File: src/rtl/core/box_blur_3x3_edge_aware_defines.svh
// ----------------------------------------------------------------------------
// box blur assertion macros
// concurrent assertion helpers on clk_i with rst_ni low as disable
// ----------------------------------------------------------------------------
`ifndef BOX_BLUR_3X3_EDGE_AWARE_DEFINES_SVH
`define BOX_BLUR_3X3_EDGE_AWARE_DEFINES_SVH
`ifndef NO_ASSERTIONS
`define BB3_ASSERT_IMPL(label, ante, cons, msg) \
  label: assert property (@(posedge clk_i) disable iff (!rst_ni) (ante) |-> (cons)) \
    else $error(msg);
`define BB3_ASSERT_NEXT(label, ante, cons, msg) \
  label: assert property (@(posedge clk_i) disable iff (!rst_ni) (ante) |=> (cons)) \
    else $error(msg);
`else
`define BB3_ASSERT_IMPL(label, ante, cons, msg)
`define BB3_ASSERT_NEXT(label, ante, cons, msg)
`endif
`endif

File: src/rtl/core/bb3_pkg.sv
// ----------------------------------------------------------------------------
// bb3_pkg
// shared constants and types of the 3x3 edge-aware box blur
// ----------------------------------------------------------------------------
package bb3_pkg;

  localparam int unsigned MAX_WIDTH = 1024;
  localparam int unsigned COL_W     = 10;
  localparam int unsigned ROW_W     = 16;
  localparam int unsigned PIX_W     = 24;
  localparam int unsigned DEPTH     = 3 * MAX_WIDTH;
  localparam int unsigned ADDR_W    = $clog2(DEPTH);
  localparam int unsigned SUM_W     = 12;
  localparam int unsigned DIVD_W    = 13;
  localparam int unsigned DIVS_W    = 5;

  localparam logic CFG_WIDTH  = 1'b0;
  localparam logic CFG_HEIGHT = 1'b1;

  typedef struct packed {
    logic                         start;
    logic [DIVS_W-1:0]            divisor;
    logic [2:0][DIVD_W-1:0]       dividend;
  } div_req_t;

  typedef struct packed {
    logic            done;
    logic            busy;
    logic [2:0][7:0] quot;
  } div_rsp_t;

  typedef enum logic [4:0] {
    S_IDLE  = 5'b00001,
    S_WRITE = 5'b00010,
    S_ACC   = 5'b00100,
    S_DIV   = 5'b01000,
    S_OUT   = 5'b10000
  } state_e;

endpackage

File: src/rtl/core/bb3_div.sv
// ----------------------------------------------------------------------------
// bb3_div
// restoring divider, one quotient bit per cycle, three channel lanes
// ----------------------------------------------------------------------------
module bb3_div (
  input  logic              clk_i,
  input  logic              rst_ni,
  input  bb3_pkg::div_req_t req_i,
  output bb3_pkg::div_rsp_t rsp_o
);

  logic [2:0][bb3_pkg::DIVD_W-1:0] rem_q;
  logic [2:0][7:0]                 quot_q;
  logic [bb3_pkg::DIVD_W-1:0]      dsh_q;
  logic [2:0]                      step_q;
  logic                            busy_q;
  logic                            done_q;

  always_ff @(posedge clk_i or negedge rst_ni) begin
    if (!rst_ni) begin
      busy_q <= 1'b0;
      done_q <= 1'b0;
      step_q <= '0;
    end else begin
      done_q <= 1'b0;
      if (req_i.start) begin
        busy_q <= 1'b1;
        step_q <= '0;
      end else if (busy_q) begin
        step_q <= step_q + 3'd1;
        if (step_q == 3'd7) begin
          busy_q <= 1'b0;
          done_q <= 1'b1;
        end
      end
    end
  end

  always_ff @(posedge clk_i) begin
    if (req_i.start) begin
      rem_q <= req_i.dividend;
      dsh_q <= bb3_pkg::DIVD_W'(req_i.divisor) << 7;
    end else if (busy_q) begin
      for (int ch = 0; ch < 3; ch++) begin
        if (rem_q[ch] >= dsh_q) begin
          rem_q[ch]  <= rem_q[ch] - dsh_q;
          quot_q[ch] <= {quot_q[ch][6:0], 1'b1};
        end else begin
          quot_q[ch] <= {quot_q[ch][6:0], 1'b0};
        end
      end
      dsh_q <= dsh_q >> 1;
    end
  end

  assign rsp_o.done = done_q;
  assign rsp_o.busy = busy_q;
  assign rsp_o.quot = quot_q;

endmodule

File: config.mk
export PLATFORM = sky130hd
export DESIGN_NAME = bb3_div
export DESIGN_NICKNAME = d
export VERILOG_FILES = /design/src/rtl/core/box_blur_3x3_edge_aware_defines.svh /design/src/rtl/core/bb3_pkg.sv /design/src/rtl/core/bb3_div.sv
export SDC_FILE = /design/constraint.sdc
export NUM_CORES = 1
export LEC_CHECK = 0
export BUFFER_PORTS_ARGS = -buffer_cell sky130_fd_sc_hd__buf_2
export CORE_ASPECT_RATIO = 1.5
export CORE_MARGIN = 3
export CORE_UTILIZATION = 62
export DETAILED_ROUTE_END_ITERATION = 16
export PLACE_DENSITY = 0.86
export RECOVER_POWER = 50
export SLEW_MARGIN = 20
export SYNTH_ARGS = -nofsm -noshare
export SYNTH_HDL_FRONTEND = slang
export SYNTH_SLANG_ARGS = --single-unit
export TNS_END_PERCENT = 10
File: constraint.sdc
create_clock -name clk_i -period 5.26 [get_ports clk_i]
set_input_delay 0.526 -clock clk_i [delete_from_list [all_inputs] [get_ports clk_i]]
set_output_delay 0.526 -clock clk_i [all_outputs]
set_load 0.005 [all_outputs]
Yosys cells after proc, flatten, opt, wreduce, memory -nomap -nowiden. Index checks and enable logic that the tools add are counted.

Register bits after elaboration: 80. Bits of input ports: 47. Output and inout port bits: 26. Logic and storage cells: 46.

Add/sub/neg operators: 4. Order comparisons: 3. Equal/unequal tests: 1. Muxes and demuxes: 18. Bitwise operators: 1. Reductions and logical operators: 8.

Operator list (number): 39-bit two-way mux (2); 13-bit by 12-bit greater-or-equal comparator with 1-bit output (3); 13-bit two-way mux (3); 13-bit by 12-bit subtractor with 13-bit output (3); 12-bit two-way mux (2); 1-bit two-way mux (9); 2-bit AND reduction (4); 2-bit nonzero test (4); 3-bit two-way mux (2); 3-bit by 1-bit adder with 3-bit output, second input constant (1); 3-bit == test, second input constant (1); 1-bit NOT (1).

Logic depth before layout (Yosys ltp).
Word-level depth: 4. Depth in mapped cells: 10.

Worst setup path before layout. OpenSTA, ideal clock, no wires.

Path type: register to register. Start: register dsh_q[1] in the netlist's numbering. End: register rem_q[13] in the netlist's numbering, enable pin. Setup time: 0.352 ns. Data arrival time: 1.934 ns. Path slack: 2.975 ns. Stages on the path, launching flop included: 9. Path buffers: 0. Period minus slack after synthesis: 2.285 ns. Cells stage by stage: dfxtp_1 > inv_1 > ha_1 > nor2b_1 > o311ai_1 > a21oi_1 > o211ai_1 > a21oi_1 > a21o_1.

Longest elaborated chain between the ends: 3.

Ends and longest elaborated chain: start: declaration (RTL line bb3_div.sv:14) `logic [bb3_pkg::DIVD_W-1:0] dsh_q;`; start signal: assignment (RTL line bb3_div.sv:42) `dsh_q <= bb3_pkg::DIVD_W'(req_i.divisor) << 7;`; start signal: assignment (RTL line bb3_div.sv:52) `dsh_q <= dsh_q >> 1;`; 13-bit by 12-bit greater-or-equal comparator with 1-bit output (RTL line bb3_div.sv:45) `if (rem_q[ch] >= dsh_q) begin`; 2-bit nonzero test (no source line); 2-bit AND reduction (no source line); end signal: assignment (RTL line bb3_div.sv:41) `rem_q <= req_i.dividend;`; end signal: indexed assignment (RTL line bb3_div.sv:46) `rem_q[ch] <= rem_q[ch] - dsh_q;`; end: declaration (RTL line bb3_div.sv:12) `logic [2:0][bb3_pkg::DIVD_W-1:0] rem_q;`.

No other way between the ends. A chain may end at the register's enable or synchronous reset.

Final worst setup path.
Start: input port req_i[44] in the netlist's numbering. End: register rem_q[36] in the netlist's numbering, data pin.

Longest elaborated chain between the ends: 1.

Ends and longest elaborated chain: start: declaration (RTL line bb3_div.sv:8) `input bb3_pkg::div_req_t req_i,`; 39-bit two-way mux (RTL line bb3_div.sv:40) `if (req_i.start) begin`.

No other way between the ends.

==> run metrics <==
# rows=38; Pint=1.76 mW; I/O pin cnt=73; clk buf depth=2; achievable clock frequency=332 MHz; largest net degree at the start of global routing=60; area leader, netlist=edfxtp_1; Port Buffers=72; Post-synth ARST share=6.25%; Yosys top cell area share=42.5%; max-cap violations=1; Worst Skew=0.0118 ns; number of synthesized flops with an enable pin=68; Psw=1.18 mW; Clock Latency Late Sink=0.37 ns; Largest stage delay, worst path=1.17 ns; Clk pwr share=14.4%; cell with the most instances after synthesis=edfxtp_1; setup ws final=2.25 ns; crit path launch type=input port; unrepaired setup endpoints after global routing=false; synth warn=0; global-route wire length before repair=16,900 um; Leakage=2.31 nW; Setup Crit Path Kind=in -> reg; vias in the first global route=3,672; detail-routed via count per cell=5.91; Finished Layout Cells=632; Switching Fraction=40.1%; PD cells=543 nW/um2; placed insts=615; Logic pwr share=50.3%; post-synthesis register bit count=80; initial drt markers=230; area delta synth->final=12.6%; Starting Density=65.1%; Cells after Synth=457; crit end category=register; Max H-tree Level=3; Seq pwr share=35.3%; predominant post-synthesis flop cell=edfxtp_1; core area=7370 um2; Worst EP required=5.32 ns; Final #Nets=615; via count=3,736; # DRC=0; Clock Sinks=80; DP Worst Slack=2.60 ns; largest cells by area after synthesis=edfxtp_1 (43%), ha_1 (9.9%), nand2_1 (3.5%), o21ai_0 (3.3%), a21oi_1 (3.2%); Top delay family on crit path=buffers and inverters; GRT overflow=0; die area=8860 um2; status=finished with violations; Post-CTS Setup Bufs=0; Die Ht=114 um; synthesized area=4800 um2; Tot GR Track Use=24.6%; Slew Viols, Final=40; drt pass-1 iters=5; Hold Vio Cnt, Final=0; Worst EP arrival=3.07 ns; post-synthesis sequential area ratio=48.1%; initial antenna violation count=0; crit path time final=3.01 ns; Tcrit/Tclk final=57.2%; die width=77.8 um; CTS root buffer=clkbuf_8; Max transition margin=-11.1%; worst path cell trace=clkbuf_1 > inv_1 > and3_1 > mux2i_1 > o311ai_1; hpwl dp=7760 um; Post-Syn Area per Cell=10.5 um2; worst-margin pin slew=1.67 ns; most frequent cells after synthesis=edfxtp_1 (68), nand2_1 (45), ha_1 (38), nor2_1 (33), o21ai_0 (32); violated checks=max-capacitance violations, max-slew violations; CP Max Fanout=39; Final setup viols=0; wire per inst=16.4 um; ant diodes=0; layout cell share with drive strength beyond 1=15.8%; Final Util=73.4%; Worst Path Buf+Inv=2; syn_nets=545; total wire length=10,400 um; maximum VDD drop=0.000329 V; Detail Route Antenna Nets=0; CTS clk-pin slew, worst paths=0.09 ns; CTS tree=done; total CTS buffers=9; final hold slack=0.435 ns; Tightest Hold Check Type=in -> reg; library cells used by synthesis=56; setup TNS=0 ns; critical path's slowest cell=clkbuf_1; gpl congestion=0.928
-- cells in the final DEF, fill, tap and decap left out, drive strengths merged, types with 2 or more instances in the layout --
cell type / instances
ha: 38
xor2: 9
a22o: 4
nor2: 33
nand2b: 10
clkinvlp: 2
o311ai: 2
buf: 59
dfxtp: 7
dfrtp: 5
a22oi: 2
nor3b: 3
nand2: 45
o21ai: 42
fa: 3
or4b: 2
or3: 2
and3: 7
o211ai: 4
mux2: 2
mux2i: 12
clkbuf: 23
o21bai: 3
nor3: 4
inv: 29
o21a: 3
xnor2: 16
o31ai: 3
nor2b: 5
clkinv: 2
nand4: 4
a21o: 15
a31oi: 4
a211oi: 4
a21oi: 33
nand3: 8
and2: 2
edfxtp: 68
-- state kept, by name (all words and copies together) (netlist names) --
signal and cells:
rem_q 39, rsp_o 24, dsh_q 12, step_q 3, busy_q 1, done_q 1
-- cell type report --
class / instances / area [um2]
Multi-Input combinational cell: 336 / 2340
Sequential cell: 80 / 2310
Fill cell: 519 / 1960
Timing Repair Buffer: 74 / 360
Tap cell: 100 / 125
Clock buffer: 9 / 124
Inverter: 26 / 97.6
Clock inverter: 7 / 53.8
-- layer usage --
layer	up-vias	part of all wire (%)	global-route usage, %	wire length [um]
met5	-	0	0	0
met4	0	4.2	15.9	435
met3	30	4.9	2.92	505
met2	144	51	42.2	5230
met1	1732	40	28.8	4180
li1	1830	-	-	-
-- path summary, 6_finish.rpt --
path	startpoint	end	slack [ns]	cells past startpoint
min in group asynchronous	rst_ni	step_q[1]	0.54	2
hold reg to reg	rsp_o[16]	rsp_o[17]	0.45	0
max in group asynchronous	rst_ni	done_q	4.51	2
setup / recovery	req_i[44]	rem_q[36]	2.25	5
hold / removal	req_i[2]	rem_q[2]	0.43	3
setup reg to reg	dsh_q[7]	rem_q[26]	2.54	8
-- metrics by stage --
stage	power, mW	instance area [um2]
after detailed placement	2.49	5240
after floorplan	2.16	4800
after CTS	2.92	5420
final	2.94	5410
after global routing	3.16	5410
after global placement	2.43	5230
-- kinds of logic (layout without fill, tap and decap cells) --
group	after synthesis	count (layout)	synth area share, %
buffers and inverters	41	116	3.36
multiplexers	14	14	3.05
flip-flops	80	80	48.1
XOR/XNOR	25	25	4.56
AND/OR/NAND/NOR	127	127	12.5
adder cells (fa/ha/maj)	41	41	11.2
AO/OA/AOI/OAI	129	129	17.3
-- timing repair --
action,in CTS,in global routing
resized for setup,0,0
hold endpoints to repair,5,0
hold buffers,1,0
-- worst min-delay path, cell delays in order --
cell     delay, ns
buf_2         0.07
nand2_1       0.04
o21ai_0       0.06
-- power groups by stage --
| stage | logic, mW | registers, mW | clock network, mW |
|---|---|---|---|
| finish | 1.48 | 1.04 | 0.422 |
| global route | 1.66 | 1.05 | 0.448 |
| CTS | 1.46 | 1.04 | 0.426 |
| detailed placement | 1.45 | 1.05 | 0 |
| global placement | 1.39 | 1.04 | 0 |
| floorplan | 1.14 | 1.02 | 0 |
Note: power is estimated with default switching activity, not from simulation.
